`config.mk`:
```
export PLATFORM = sky130hd
export DESIGN_NAME = port_module_debounce_lifecycle_flat
export DESIGN_NICKNAME = d
export VERILOG_FILES = /design/src/design/pmdl_pkg.sv /design/src/design/pmdl_if.sv /design/src/design/pmdl_ram.sv /design/src/design/port_module_debounce_lifecycle.sv /design/src/flat_wrapper.sv
export SDC_FILE = /design/constraint.sdc
export NUM_CORES = 1
export LEC_CHECK = 0
export ABC_AREA = 1
export BUFFER_PORTS_ARGS = -buffer_cell sky130_fd_sc_hd__buf_2
export CAP_MARGIN = 20
export CELL_PAD_IN_SITES_DETAIL_PLACEMENT = 1
export CELL_PAD_IN_SITES_GLOBAL_PLACEMENT = 2
export CORE_ASPECT_RATIO = 2
export CORE_MARGIN = 5
export CORE_UTILIZATION = 43
export CTS_CLUSTER_DIAMETER = 100
export CTS_CLUSTER_SIZE = 14
export DETAILED_ROUTE_END_ITERATION = 10
export PLACE_DENSITY = 0.91
export SYNTH_ARGS = -nofsm -noshare
export SYNTH_HDL_FRONTEND = slang
export SYNTH_HIERARCHICAL = 1
export SYNTH_SLANG_ARGS = --single-unit
```
`constraint.sdc`:
```
create_clock -name clk -period 10.68 [get_ports clk]
set_input_delay 0.534 -clock clk [delete_from_list [all_inputs] [get_ports clk]]
set_output_delay 0.534 -clock clk [all_outputs]
set_load 0.03 [all_outputs]
```
`src/design/pmdl_pkg.sv`:
```
// Shared types and constants for the port module debounce and lifecycle tracker.
package pmdl_pkg;

    localparam int PORTS   = 8;
    localparam int PORT_W  = 3;
    localparam int PORT_AW = $clog2(PORTS);
    localparam int TYPE_W  = 4;
    localparam int RUN_W   = 8;
    localparam int CFG_IDX_W  = 2;
    localparam int CFG_DATA_W = 8;
    localparam int ACT_W   = 4;

    localparam logic [TYPE_W-1:0] TYPE_EMPTY   = 4'd0;
    localparam logic [TYPE_W-1:0] TYPE_UNKNOWN = 4'd15;
    localparam logic [RUN_W-1:0]  RUN_MAX      = 8'd255;

    localparam logic [CFG_IDX_W-1:0] CFG_STABLE_COUNT = 2'd0;
    localparam logic [CFG_IDX_W-1:0] CFG_ACTIVE_PORTS = 2'd1;

    localparam logic [RUN_W-1:0] STABLE_COUNT_RST = 8'd3;
    localparam logic [ACT_W-1:0] ACTIVE_PORTS_RST = 4'd8;

    typedef enum logic [1:0] {
        PH_EMPTY   = 2'd0,
        PH_PRESENT = 2'd1,
        PH_ACTIVE  = 2'd2,
        PH_FAULTED = 2'd3
    } phase_t;

    typedef enum logic [1:0] {
        FLT_NONE         = 2'd0,
        FLT_UNCLASSIFIED = 2'd1,
        FLT_BUS          = 2'd2,
        FLT_ATTACH       = 2'd3
    } fault_t;

    typedef enum logic {
        CTL_IDLE   = 1'b0,
        CTL_LOOKUP = 1'b1
    } ctl_state_t;

    typedef struct packed {
        phase_t              phase;
        fault_t              fault;
        logic [TYPE_W-1:0]   attached;
        logic [TYPE_W-1:0]   settled;
        logic [TYPE_W-1:0]   cand_type;
        logic [RUN_W-1:0]    cand_run;
    } port_rec_t;

    localparam int REC_W = $bits(port_rec_t);

endpackage

```
`src/design/pmdl_if.sv`:
```
// Channel interfaces: module-ID readings, port status results and register writes.
interface pmdl_rd_if;
    logic                           valid;
    logic                           ready;
    logic [pmdl_pkg::PORT_W-1:0]    port;
    logic                           reading_valid;
    logic [pmdl_pkg::TYPE_W-1:0]    mod_id;
    logic                           probe_req;
    logic                           probe_ok;
    logic                           attach_ok;

    modport source (output valid, port, reading_valid, mod_id, probe_req,
                    probe_ok, attach_ok, input ready);
    modport sink   (input valid, port, reading_valid, mod_id, probe_req,
                    probe_ok, attach_ok, output ready);
endinterface

interface pmdl_st_if;
    logic                           valid;
    logic                           ready;
    logic [pmdl_pkg::PORT_W-1:0]    port_out;
    logic [1:0]                     lifecycle;
    logic [1:0]                     fault_code;
    logic [pmdl_pkg::TYPE_W-1:0]    committed_out;
    logic [pmdl_pkg::RUN_W-1:0]     run_length;
    logic                           detach_event;
    logic                           probe_event;
    logic                           attach_event;

    modport source (output valid, port_out, lifecycle, fault_code, committed_out,
                    run_length, detach_event, probe_event, attach_event, input ready);
    modport sink   (input valid, port_out, lifecycle, fault_code, committed_out,
                    run_length, detach_event, probe_event, attach_event, output ready);
endinterface

interface pmdl_cfg_if;
    logic                               valid;
    logic                               ready;
    logic [pmdl_pkg::CFG_IDX_W-1:0]     index;
    logic [pmdl_pkg::CFG_DATA_W-1:0]    data;

    modport source (output valid, index, data, input ready);
    modport sink   (input valid, index, data, output ready);
endinterface

```
`src/design/pmdl_ram.sv`:
```
// Generic single-port-write, single-port-read RAM with registered read data.
module pmdl_ram #(
    parameter int WIDTH = 8,
    parameter int DEPTH = 8
) (
    input  logic                     clk,
    input  logic                     we,
    input  logic [$clog2(DEPTH)-1:0] waddr,
    input  logic [WIDTH-1:0]         wdata,
    input  logic                     re,
    input  logic [$clog2(DEPTH)-1:0] raddr,
    output logic [WIDTH-1:0]         rdata
);

    logic [WIDTH-1:0] mem [DEPTH];

    always_ff @(posedge clk)
    begin
        if (we)
        begin
            mem[waddr] <= wdata;
        end
        if (re)
        begin
            rdata <= mem[raddr];
        end
    end

endmodule

```
`src/design/port_module_debounce_lifecycle.sv`:
```
// Top level: per-port module-ID debounce and module lifecycle tracker.
//
//  channel | dir | transaction
//  --------+-----+----------------------------------------------------------
//  reading | in  | one module-ID reading for one port plus probe/attach answers
//  status  | out | status of the port after the reading (in-range ports only)
//  cfg     | in  | register write: 0 stable_count, 1 active_ports
//
//  An accepted reading reads the port record from the state RAM at acceptance;
//  the LOOKUP state then modifies it, writes it back and loads the status
//  register. The reading channel is not ready during LOOKUP, so a new reading
//  is taken only once the last has left it. Readings for ports at or above active_ports drop at acceptance.
//  After reset, per-port valid bits make every record read as empty. A stalled
//  status register holds the lookup stage, and with it the reading ready.
module port_module_debounce_lifecycle (
    input  logic        clk,
    input  logic        rst_n,
    pmdl_rd_if.sink     reading,
    pmdl_st_if.source   status,
    pmdl_cfg_if.sink    cfg
);

    import pmdl_pkg::*;

    // Configuration registers
    logic [RUN_W-1:0] stable_count_reg;
    logic [ACT_W-1:0] active_ports_reg;

    // Control
    ctl_state_t state_reg, state_next;
    logic       accept;
    logic       in_range;
    logic       advance;

    // Latched reading for the lookup state
    logic [PORT_W-1:0] it_port_reg;
    logic              it_valid_reg;
    logic [TYPE_W-1:0] it_type_reg;
    logic              it_need_probe_reg;
    logic              it_probe_ok_reg;
    logic              it_attach_ok_reg;

    // State memory and its per-port valid bits
    logic [PORTS-1:0]  ent_vld_reg;
    logic              rd_vld_reg;
    logic [REC_W-1:0]  ram_rdata;
    port_rec_t         cur_rec;
    port_rec_t         new_rec;

    // Step events
    logic ev_detach, ev_probe, ev_attach;

    // Status register
    logic              out_valid_reg;
    logic [PORT_W-1:0] out_port_reg;
    port_rec_t         out_rec_reg;
    logic              out_detach_reg, out_probe_reg, out_attach_reg;

    // Configuration: always ready; the user must make writes land while the block is quiet (unchecked)
    assign cfg.ready = 1'b1;

    always_ff @(posedge clk or negedge rst_n)
    begin
        if (!rst_n)
        begin
            stable_count_reg <= STABLE_COUNT_RST;
            active_ports_reg <= ACTIVE_PORTS_RST;
        end
        else if (cfg.valid)
        begin
            if (cfg.index == CFG_STABLE_COUNT)
            begin
                stable_count_reg <= cfg.data;
            end
            else if (cfg.index == CFG_ACTIVE_PORTS)
            begin
                active_ports_reg <= cfg.data[ACT_W-1:0];
            end
        end
    end

    // Accept a reading whenever the lookup stage is free; drop it if the
    // port is out of range.
    assign reading.ready = (state_reg == CTL_IDLE);
    assign accept        = reading.valid && reading.ready;
    assign in_range      = (32'(reading.port) < PORTS)
                        && ({1'b0, reading.port} < active_ports_reg);
    // Finish the lookup once the status register is free
    assign advance       = !out_valid_reg || status.ready;

    always_ff @(posedge clk or negedge rst_n)
    begin
        if (!rst_n)
        begin
            state_reg <= CTL_IDLE;
        end
        else
        begin
            state_reg <= state_next;
        end
    end

    always_comb
    begin
        state_next = state_reg;
        unique case (state_reg)
            CTL_IDLE:
            begin
                if (accept && in_range)
                begin
                    state_next = CTL_LOOKUP;
                end
            end
            CTL_LOOKUP:
            begin
                if (advance)
                begin
                    state_next = CTL_IDLE;
                end
            end
            default:
            begin
                state_next = CTL_IDLE;
            end
        endcase
    end

    // Hold the reading for the lookup state
    always_ff @(posedge clk)
    begin
        if (accept)
        begin
            it_port_reg       <= reading.port;
            it_valid_reg      <= reading.reading_valid;
            it_type_reg       <= reading.mod_id;
            it_need_probe_reg <= reading.probe_req;
            it_probe_ok_reg   <= reading.probe_ok;
            it_attach_ok_reg  <= reading.attach_ok;
        end
    end

    // Capture whether the entry has ever been written, alongside the read
    always_ff @(posedge clk or negedge rst_n)
    begin
        if (!rst_n)
        begin
            rd_vld_reg <= 1'b0;
        end
        else if (accept)
        begin
            rd_vld_reg <= ent_vld_reg[reading.port[PORT_AW-1:0]];
        end
    end

    always_ff @(posedge clk or negedge rst_n)
    begin
        if (!rst_n)
        begin
            ent_vld_reg <= '0;
        end
        else if (state_reg == CTL_LOOKUP && advance)
        begin
            ent_vld_reg[it_port_reg[PORT_AW-1:0]] <= 1'b1;
        end
    end

    pmdl_ram #(
        .WIDTH (REC_W),
        .DEPTH (PORTS)
    ) u_state_ram (
        .clk   (clk),
        .we    (state_reg == CTL_LOOKUP && advance),
        .waddr (it_port_reg[PORT_AW-1:0]),
        .wdata (new_rec),
        .re    (accept),
        .raddr (reading.port[PORT_AW-1:0]),
        .rdata (ram_rdata)
    );

    // A never-written entry reads as the reset record (all fields zero)
    assign cur_rec = rd_vld_reg ? port_rec_t'(ram_rdata) : '0;

    // Modify: debounce run, then commit a newly stable type
    always_comb
    begin
        new_rec   = cur_rec;
        ev_detach = 1'b0;
        ev_probe  = 1'b0;
        ev_attach = 1'b0;

        if (!it_valid_reg)
        begin
            new_rec.cand_run = '0;
        end
        else
        begin
            if (it_type_reg == cur_rec.cand_type)
            begin
                new_rec.cand_run = (cur_rec.cand_run == RUN_MAX)
                                 ? RUN_MAX : cur_rec.cand_run + 8'd1;
            end
            else
            begin
                new_rec.cand_type = it_type_reg;
                new_rec.cand_run  = 8'd1;
            end

            if (new_rec.cand_run < stable_count_reg)
            begin
                // Still settling: show presence or absence only while nothing is attached
                if (cur_rec.attached == TYPE_EMPTY)
                begin
                    new_rec.phase = (it_type_reg == TYPE_EMPTY) ? PH_EMPTY : PH_PRESENT;
                end
            end
            else if (it_type_reg != cur_rec.settled)
            begin
                new_rec.settled  = it_type_reg;
                ev_detach        = (cur_rec.attached != TYPE_EMPTY)
                                && (cur_rec.attached != TYPE_UNKNOWN);
                new_rec.attached = TYPE_EMPTY;

                priority if (it_type_reg == TYPE_EMPTY)
                begin
                    new_rec.phase = PH_EMPTY;
                    new_rec.fault = FLT_NONE;
                end
                else if (it_type_reg == TYPE_UNKNOWN)
                begin
                    new_rec.phase = PH_FAULTED;
                    new_rec.fault = FLT_UNCLASSIFIED;
                end
                else if (it_need_probe_reg && !it_probe_ok_reg)
                begin
                    ev_probe      = 1'b1;
                    new_rec.phase = PH_FAULTED;
                    new_rec.fault = FLT_BUS;
                end
                else
                begin
                    ev_probe  = it_need_probe_reg;
                    ev_attach = 1'b1;
                    if (!it_attach_ok_reg)
                    begin
                        new_rec.phase = PH_FAULTED;
                        new_rec.fault = FLT_ATTACH;
                    end
                    else
                    begin
                        new_rec.phase    = PH_ACTIVE;
                        new_rec.fault    = FLT_NONE;
                        new_rec.attached = it_type_reg;
                    end
                end
            end
        end
    end

    // Status register: load on lookup completion, drop on transaction
    always_ff @(posedge clk or negedge rst_n)
    begin
        if (!rst_n)
        begin
            out_valid_reg <= 1'b0;
        end
        else if (state_reg == CTL_LOOKUP && advance)
        begin
            out_valid_reg <= 1'b1;
        end
        else if (status.ready)
        begin
            out_valid_reg <= 1'b0;
        end
    end

    always_ff @(posedge clk)
    begin
        if (state_reg == CTL_LOOKUP && advance)
        begin
            out_port_reg   <= it_port_reg;
            out_rec_reg    <= new_rec;
            out_detach_reg <= ev_detach;
            out_probe_reg  <= ev_probe;
            out_attach_reg <= ev_attach;
        end
    end

    assign status.valid         = out_valid_reg;
    assign status.port_out      = out_port_reg;
    assign status.lifecycle     = out_rec_reg.phase;
    assign status.fault_code    = out_rec_reg.fault;
    assign status.committed_out = out_rec_reg.attached;
    assign status.run_length    = out_rec_reg.cand_run;
    assign status.detach_event  = out_detach_reg;
    assign status.probe_event   = out_probe_reg;
    assign status.attach_event  = out_attach_reg;

`ifndef ASSERT_OFF
    a_drop_out_of_range: assert property (@(posedge clk) disable iff (!rst_n)
        (accept && !in_range) |=> (state_reg == CTL_IDLE))
        else $error("out-of-range reading entered lookup");

    a_lookup_loads_status: assert property (@(posedge clk) disable iff (!rst_n)
        (state_reg == CTL_LOOKUP && advance) |=> out_valid_reg)
        else $error("finished lookup did not load status");

    a_active_iff_attached: assert property (@(posedge clk) disable iff (!rst_n)
        status.valid |-> ((status.lifecycle == PH_ACTIVE)
                          == (status.committed_out != TYPE_EMPTY)))
        else $error("active lifecycle and attached type disagree");

    a_faulted_has_code: assert property (@(posedge clk) disable iff (!rst_n)
        (status.valid && status.lifecycle == PH_FAULTED) |-> (status.fault_code != FLT_NONE))
        else $error("faulted port reports no fault code");
`endif

endmodule

```
`src/flat_wrapper.sv`:
```
// flat-port wrapper written by rule: the top's interface ports become plain ports
module port_module_debounce_lifecycle_flat import pmdl_pkg::*;
  (clk, rst_n, reading_valid, reading_port, reading_reading_valid, reading_mod_id, reading_probe_req, reading_probe_ok, reading_attach_ok, reading_ready, status_valid, status_port_out, status_lifecycle, status_fault_code, status_committed_out, status_run_length, status_detach_event, status_probe_event, status_attach_event, status_ready, cfg_valid, cfg_index, cfg_data, cfg_ready);
  pmdl_rd_if reading_i ();
  pmdl_st_if status_i ();
  pmdl_cfg_if cfg_i ();
  input  logic clk;
  input  logic rst_n;
  input wire logic [$bits(reading_i.valid)-1:0] reading_valid;
  input wire logic [$bits(reading_i.port)-1:0] reading_port;
  input wire logic [$bits(reading_i.reading_valid)-1:0] reading_reading_valid;
  input wire logic [$bits(reading_i.mod_id)-1:0] reading_mod_id;
  input wire logic [$bits(reading_i.probe_req)-1:0] reading_probe_req;
  input wire logic [$bits(reading_i.probe_ok)-1:0] reading_probe_ok;
  input wire logic [$bits(reading_i.attach_ok)-1:0] reading_attach_ok;
  output wire logic [$bits(reading_i.ready)-1:0] reading_ready;
  output wire logic [$bits(status_i.valid)-1:0] status_valid;
  output wire logic [$bits(status_i.port_out)-1:0] status_port_out;
  output wire logic [$bits(status_i.lifecycle)-1:0] status_lifecycle;
  output wire logic [$bits(status_i.fault_code)-1:0] status_fault_code;
  output wire logic [$bits(status_i.committed_out)-1:0] status_committed_out;
  output wire logic [$bits(status_i.run_length)-1:0] status_run_length;
  output wire logic [$bits(status_i.detach_event)-1:0] status_detach_event;
  output wire logic [$bits(status_i.probe_event)-1:0] status_probe_event;
  output wire logic [$bits(status_i.attach_event)-1:0] status_attach_event;
  input wire logic [$bits(status_i.ready)-1:0] status_ready;
  input wire logic [$bits(cfg_i.valid)-1:0] cfg_valid;
  input wire logic [$bits(cfg_i.index)-1:0] cfg_index;
  input wire logic [$bits(cfg_i.data)-1:0] cfg_data;
  output wire logic [$bits(cfg_i.ready)-1:0] cfg_ready;
  assign reading_i.valid = reading_valid;
  assign reading_i.port = reading_port;
  assign reading_i.reading_valid = reading_reading_valid;
  assign reading_i.mod_id = reading_mod_id;
  assign reading_i.probe_req = reading_probe_req;
  assign reading_i.probe_ok = reading_probe_ok;
  assign reading_i.attach_ok = reading_attach_ok;
  assign reading_ready = reading_i.ready;
  assign status_valid = status_i.valid;
  assign status_port_out = status_i.port_out;
  assign status_lifecycle = status_i.lifecycle;
  assign status_fault_code = status_i.fault_code;
  assign status_committed_out = status_i.committed_out;
  assign status_run_length = status_i.run_length;
  assign status_detach_event = status_i.detach_event;
  assign status_probe_event = status_i.probe_event;
  assign status_attach_event = status_i.attach_event;
  assign status_i.ready = status_ready;
  assign cfg_i.valid = cfg_valid;
  assign cfg_i.index = cfg_index;
  assign cfg_i.data = cfg_data;
  assign cfg_ready = cfg_i.ready;
  port_module_debounce_lifecycle u_core (.clk(clk), .rst_n(rst_n), .reading(reading_i), .status(status_i), .cfg(cfg_i));
endmodule
```
==> key figures, run 1 <==
Cells and area
  • Post-route insts no fill: about 1600
  • Ant. Diodes: 0
  • Most common cell after layout, fill and taps aside: nand2_1
  • Fraction of layout cells with a size suffix above 1: 0.0913
  • Final instance area: 13500 um2
  • Largest register FFs: 192
  • Biggest register: u_core/u_state_ram/mem
  • Fill cell count: 3162
  • Commonest non-fill, non-tap cells in the layout: nand2_1, inv_1, edfxtp_1
  • Final #Nets: 1314
  • Top Registers: u_core/u_state_ram/mem: 192 flops, u_core/u_state_ram/rdata: 24 flops
  • Layout area overhead: 10.1%

Routing
  • Per-cell routed wire length: ~20 um
  • Vias/cell: 5.07
  • DR vias: roughly 8400
  • First drt pass iteration count: 5
  • Drt first-iter violations: 390
  • Post-Route WL: between 30000 and 40000 um
  • Number of routed nets with antenna violations: 0
  • Residual DRC count: 0

Place
  • Buffers on Ports: 49
  • Placed inst area: 12800 um2
  • Placed cell count: 1607
  • Placer Congestion: about 0.8
  • DP HPWL: 20100 um

Die
  • Core Area: ~28000 um2
  • DIE HEIGHT: approximately 250 um
  • # IOs: 51
  • Die width: 129 um
  • Full die area: 32100 um2
  • FP Rows: 87
  • Initial Util: 0.434

Clocking
  • CTS Buffer Depth: 3
  • Sinks on Clock Net: approximately 270
  • Post-cts resize count: 0
  • CTS Root Buffer Type: clkbuf_16
  • Clk slew on worst S/H paths: 70 ps
  • Clock tree from TritonCTS: built
  • Clock latency on the worst-skew pair: 530 ps
  • Num CTS Buffers: 23
  • H-Tree Depth: 1

Timing
  • Slew Viols, Final: 0
  • Fraction of the cycle the final worst path needs: 0.389
  • Final min period: 4150 ps
  • Final setup viols: 0
  • RSZ-0062 raised after global routing: false
  • Fin Hold WS: 184 ps
  • F_max: around 0.24 GHz
  • Worst-Margin Slew: a little over 1000 ps
  • Max Clock Skew: 18.0 ps
  • Rel. slew slack: 0.305
  • Setup_tns: 0 ps
  • Final hold viol count: 0

Synth
  • Net count after synthesis: between 1000 and 1500
  • Distinct cell type count after synthesis: 41
  • Post-Syn Area: 12200 um2
  • Post-synthesis register bit count: between 200 and 300
  • Syn_area_per_cell: 9.96 um2
  • Sequential area share after synthesis: 0.658
  • Cells after Synth: 1229
  • Synth warnings: 6

GRT
  • Total track usage: 0.207
  • Vias in the first global route: 9159
  • Largest net degree at the start of global routing: 78
  • First-pass GRT wire length: 50700 um
  • Grt total ovfl: 0
  • Initial antenna violation count: 0

Power
  • PwrDens: between 150 and 200 nW/um2
  • Static Leak: 6.15 nW
  • Maximum vdd drop: ~0.14 mV

Critical path
  • Critical Path RT: 10900 ps
  • Crit-path max FO: 33
  • Kind of critical path: flop to flop
  • Worst Setup End Kind: flop
  • Arrival @ worst endpoint: ~4400 ps
  • Setup crit start kind: flop

Outcome
  • Outcome: finished, final reports clean

Hold path
  • HP Class: input pin to flop

Job
  • Max Cap Viol: 0
## where the power goes
part | total [mW] | internal, mW | leakage (nW) | switching (mW)
registers | 1.33 | 1.29 | 2.59 | 0.0409
logic | 0.373 | 0.0924 | 3.25 | 0.281
clock network | 0.764 | 0.404 | 0.307 | 0.360
total | 2.47 | 1.79 | 6.15 | 0.681
## metrics by stage
step / utilization / total power, mW / setup slack, ps
6_report: 0.478 / 2.47 / 6530
5_1_grt: 0.478 / 2.59 / 5910
4_1_cts: 0.478 / 2.50 / 6480
3_5_place_dp: 0.455 / 1.73 / 6490
3_3_place_gp: 0.455 / 1.71 / 6740
2_1_floorplan: - / 1.59 / 7300
## worst paths after layout
path / startpoint / to / slack (ps) / cells past startpoint
setup / recovery: u_core/rd_vld_reg$_DFFE_PN0P_ / u_core/u_state_ram/mem[7][14]$_DFFE_PP_ / 6530 / 23
hold / removal: reading_mod_id[3] / u_core/it_type_reg[3]$_DFFE_PP_ / 180 / 1
setup reg to reg: u_core/rd_vld_reg$_DFFE_PN0P_ / u_core/u_state_ram/mem[7][14]$_DFFE_PP_ / 6530 / 23
hold reg to reg: u_core/ent_vld_reg[7]$_DFFE_PN0P_ / u_core/ent_vld_reg[7]$_DFFE_PN0P_ / 450 / 2
max in group asynchronous: rst_n / u_core/stable_count_reg[1]$_DFFE_PN1P_ / 9790 / 2
min in group asynchronous: rst_n / u_core/stable_count_reg[7]$_DFFE_PN0P_ / 520 / 2
## cells by family (layout without fill, tap and decap cells)
| group | Yosys count | count (layout) | share of synthesized area |
|---|---|---|---|
| buffers and inverters | 304 | 368 | 0.102 |
| adders and majority gates | 10 | 10 | 0.0102 |
| and+or+nand+nor | 575 | 575 | 0.196 |
| xor gates and xnor gates | 4 | 4 | 0.00286 |
| DFF | 272 | 272 | 0.658 |
| AOI/OAI and AO/OA | 63 | 63 | 0.0312 |
| other | 1 | 1 | 0.000306 |
## worst max-delay path, stage by stage, from the launching register on
cell and delay, ps:
dfrtp_1 330, buf_4 330, nand2_1 180, inv_1 90, ha_1 180, nand2_1 60, nor2_1 150, inv_1 90
nor2_1 90, inv_1 70, nor2_1 190, inv_1 120, o21ai_0 90, a21o_1 100, nand2_1 60, inv_1 70
ha_1 230, nand2_1 90, nor2_1 50, a211oi_1 520, nand2_4 150, nand2_2 230, nand2_1 80, o21ai_0 300
## final cells by class
| cell class | instances | area, um2 | area share |
|---|---|---|---|
| clock buffers | 39 | 636 | 0.0472 |
| inverters | 260 | 976 | 0.0724 |
| repair buffers | 68 | 393 | 0.0292 |
| flip-flops and latches | 272 | 8060 | 0.598 |
| multi-input cells | 653 | 2960 | 0.220 |
| clock inverters | 1 | 8.76 | 0.000650 |
| well taps | 356 | 445 | 0.0331 |
## Yosys cell counts
cell type | n | area share
nor2_4 | 1 | 0.00092
nor3_1 | 7 | 0.0029
nand2_2 | 3 | 0.0015
or2_2 | 1 | 0.00051
nand4_1 | 3 | 0.0015
buf_6 | 8 | 0.0074
xor2_1 | 3 | 0.0021
o21ai_0 | 27 | 0.011
nand2_1 | 402 | 0.12
nand3_2 | 3 | 0.0025
inv_1 | 258 | 0.079
xnor2_1 | 1 | 0.00072
o21ai_2 | 3 | 0.0021
o21ai_1 | 2 | 0.00082
nor4_1 | 3 | 0.0015
conb_1 | 1 | 0.00031
clkbuf_1 | 9 | 0.0028
a21o_1 | 1 | 0.00061
a41o_1 | 4 | 0.0033
clkinv_1 | 1 | 0.00031
o41ai_1 | 4 | 0.0029
buf_1 | 2 | 0.00061
nand3b_1 | 1 | 0.00061
dfstp_2 | 3 | 0.0064
nor3_2 | 1 | 0.00082
edfxtp_1 | 249 | 0.61
inv_2 | 1 | 0.00031
dfrtp_1 | 20 | 0.041
a21oi_1 | 15 | 0.0061
a211oi_1 | 2 | 0.0012
nand3_1 | 112 | 0.046
o311ai_0 | 1 | 0.00072
a31oi_1 | 1 | 0.00051
buf_4 | 4 | 0.0025
buf_2 | 21 | 0.0086
ha_1 | 10 | 0.010
a22oi_1 | 1 | 0.00061
nand2_4 | 3 | 0.0028
nor2_1 | 33 | 0.010
o211ai_1 | 2 | 0.0012
and2_1 | 2 | 0.0010
## per-layer routing
layer  vias to the layer above  part of all wire  track usage
met5                         -                 0            0
met4                         0             0.032       0.0712
met3                        58             0.032       0.0198
met2                       161              0.55        0.390
met1                      4147              0.38        0.238
li1                       3991                 -            -
## repair_timing
action | in CTS | in global routing
buffers inserted | 0 | 0
hold buffers | 1 | 0
hold endpoints to repair | 20 | 0
Note: power is estimated with default switching activity, not from simulation.
==> run 2, diff against run 1 <==
Settings changed: CORE_UTILIZATION 43 to 36, PLACE_DENSITY 0.91 to 0.82.
Clock period 10.68 ns to 3.8 ns, I/O delays scaled along.
==> run 2 against run 1 <==
Net effect: die area grew 18%; critical endpoint is now u_core/u_state_ram/mem[7][15]$_DFFE_PP_; first-iteration DRC count grew 39%; critical path type unchanged; sequential power grew to 2.8 times the previous value.
==> key figures, run 2 (same netlist as run 1, synthesis figures left out) <==
Cells and area
  • Most common cell after layout, fill and taps aside: nand2_1
  • FF/Latch Area: 8060 um2 (unchanged)
  • Biggest register: u_core/u_state_ram/mem
  • Layout area overhead: 13.3%
  • Fill cell count: 3790 (+20%)
  • Post-route insts no fill: 1759 (+6.7%)
  • Top Registers: u_core/u_state_ram/mem: 192 flops, u_core/u_state_ram/rdata: 24 flops
  • Fraction of layout cells with a size suffix above 1: 0.101 (+0.0100)
  • Final #Nets: 1342 (+2.1%)
  • Ant. Diodes: 0 (unchanged)
  • Commonest non-fill, non-tap cells in the layout: nand2_1, inv_1, edfxtp_1
  • Largest register FFs: 192 (unchanged)
  • Multi-input logic area: 2980 um2 (+0.55%)

Die
  • Die width: 140 um (+8.6%)
  • Full die area: 38000 um2 (+18%)
  • FP Rows: 95 (+9.2%)
  • # IOs: 51 (unchanged)
  • DIE HEIGHT: 271 um (+8.9%)
  • Core Area: 33600 um2 (+19%)
  • Initial Util: 0.364 (-0.0703)

Critical path
  • Kind of critical path: flop to flop
  • CP cell instances: nand2_1 -> inv_1 -> ha_1 -> nand2_1 -> nor2_1 -> inv_1 -> nor2_1 -> inv_1 -> nor2_1 -> inv_1 -> o21ai_0 -> a21o_1 -> nand2_1 -> inv_1 -> ha_1 -> nand2_1 -> nor2_1 -> a211oi_2 -> buf_4 -> nand2_4 -> nand2_2 -> o21ai_0 -> buf_4
  • Arrival @ worst endpoint: 3670 ps (-700 ps)
  • CP Buf/Inv Count: 7 (+1)
  • Critical Path RT: 4090 ps (-6810 ps)
  • Cell family with most CP delay: simple AND/OR/NAND/NOR gates
  • Setup crit start kind: flop
  • Slowest-stage cell, CP: dfrtp_1
  • Slowest stage delay, CP: 380 ps (-140 ps)
  • Crit path top cell by count: inv_1
  • Worst Setup End Kind: flop
  • Crit-path max FO: 10 (-70%)

GRT
  • Grt total ovfl: 0 (unchanged)
  • Largest net degree at the start of global routing: 59 (-24%)
  • Vias in the first global route: 8993 (-1.8%)
  • Initial antenna violation count: 0 (unchanged)
  • First-pass GRT wire length: 50700 um (about the same)
  • Total track usage: 0.172 (-0.0352)

Clocking
  • Sinks on Clock Net: 272 (unchanged)
  • H-Tree Depth: 1 (unchanged)
  • CTS Root Buffer Type: clkbuf_16
  • Clock latency on the worst-skew pair: 540 ps (about the same)
  • Clock tree from TritonCTS: built
  • Clk slew on worst S/H paths: 70 ps (about the same)
  • Num CTS Buffers: 23 (unchanged)
  • Postcts setup bufs: 0 (unchanged)
  • CTS Buffer Depth: 3 (unchanged)

Place
  • Placed cell count: 1696 (+5.5%)
  • Post-Place Setup Slack: 199 ps (-6300 ps)
  • Placer Congestion: 0.830 (+5.6%)
  • DP HPWL: 20300 um (+1.1%)
  • Buffers on Ports: 49 (unchanged)

Routing
  • DR vias: 8471 (+1.4%)
  • Per-cell routed wire length: 18.5 um (-5.5%)
  • Residual DRC count: 0 (unchanged)
  • Number of routed nets with antenna violations: 0 (unchanged)
  • Post-Route WL: 32600 um (+0.84%)
  • Drt first-iter violations: 541 (+39%)
  • First drt pass iteration count: 5 (unchanged)
  • Vias/cell: 4.82 (-5.0%)

Timing
  • Max Clock Skew: 18.2 ps (+0.223 ps)
  • Final setup viols: 0 (unchanged)
  • Worst-Margin Slew: 1070 ps (+42.8 ps)
  • Fin Hold WS: 127 ps (-56.6 ps)
  • Slew Viols, Final: 0 (unchanged)
  • RSZ-0062 raised after global routing: false
  • Final min period: 3380 ps (-766 ps)
  • Setup_tns: 0 ps (unchanged)
  • Fraction of the cycle the final worst path needs: 0.891 (+0.502)
  • Final hold viol count: 0 (unchanged)
  • Rel. slew slack: 0.278 (-0.0268)
  • Final worst slack: 416 ps (-6110 ps)
  • F_max: 0.295 GHz (+23%)

Job
  • Max Cap Viol: 0 (unchanged)

Hold path
  • HP Class: input pin to flop

Power
  • Static Leak: 6.29 nW (+2.3%)
  • PwrDens: 506 nW/um2 (+180%)
  • Design Power: 7.02 mW (+180%)
  • Maximum vdd drop: 0.435 mV (+210%)

Outcome
  • Outcome: finished, final reports clean
[run 2: changes by cell type in the layout (fill, tap and decap cells not counted), moves of 2 or more]
cell,delta
o21ai_2,+3
o21ai_1,-2
dlygate4sd3_1,+17
buf_4,+8
clkbuf_4,+2
[run 2: power by group]
group | internal [mW] | switching [mW] | total [mW]
logic | 0.300 | 0.813 | 1.11
registers | 3.62 | 0.0944 | 3.71
clock network | 1.15 | 1.05 | 2.20
total | 5.06 | 1.96 | 7.02
[run 2: repair_timing]
item                                   in CTS  in global routing
endpoints found under the hold margin      45                  0
setup endpoints to repair                   0                 53
hold buffers                               18                  0
gates resized for setup                     0                  5
[run 2: path summary, 6_finish.rpt]
path / start / endpoint / slack (ps) / depth (start not counted)
min: cfg_index[1] / u_core/active_ports_reg[3]$_DFFE_PN1P_ / 130 / 3
min in group asynchronous: rst_n / u_core/ent_vld_reg[1]$_DFFE_PN0P_ / 180 / 2
max: u_core/rd_vld_reg$_DFFE_PN0P_ / u_core/u_state_ram/mem[7][15]$_DFFE_PP_ / 420 / 23
max reg2reg: u_core/rd_vld_reg$_DFFE_PN0P_ / u_core/u_state_ram/mem[7][15]$_DFFE_PP_ / 420 / 23
min reg2reg: u_core/ent_vld_reg[7]$_DFFE_PN0P_ / u_core/ent_vld_reg[7]$_DFFE_PN0P_ / 460 / 2
max in group asynchronous: rst_n / u_core/stable_count_reg[1]$_DFFE_PN1P_ / 3250 / 2
[run 2: per-stage QoR]
stage                     area [um2]   util
after floorplan                12200      -
after global placement         13000  0.386
after detailed placement       13000  0.386
after CTS                      13800  0.411
after global routing           13900  0.412
final                          13900  0.412
[run 2: final cells by class]
class,count,share of cell area
flip-flops and latches,272,0.581
multi-input cells,653,0.215
inverters,260,0.0704
repair buffers,96,0.0474
clock buffers,40,0.0461
well taps,436,0.0393
clock inverters,2,0.00126
[run 2: layer usage]
layer  wire length [um]  vias up  global-route usage
met5                  0        -                   0
met4                971        0              0.0536
met2              17800      163               0.332
li1                   -     4050                   -
met1              12600     4205               0.195
met3               1200       53              0.0161
[run 2: tightest hold or removal path, delay by kind of cell]
family | cells | cell delay (ps)
buffers and inverters | 1 | 80
AOI/OAI and AO/OA | 1 | 120
and+or+nand+nor | 1 | 250
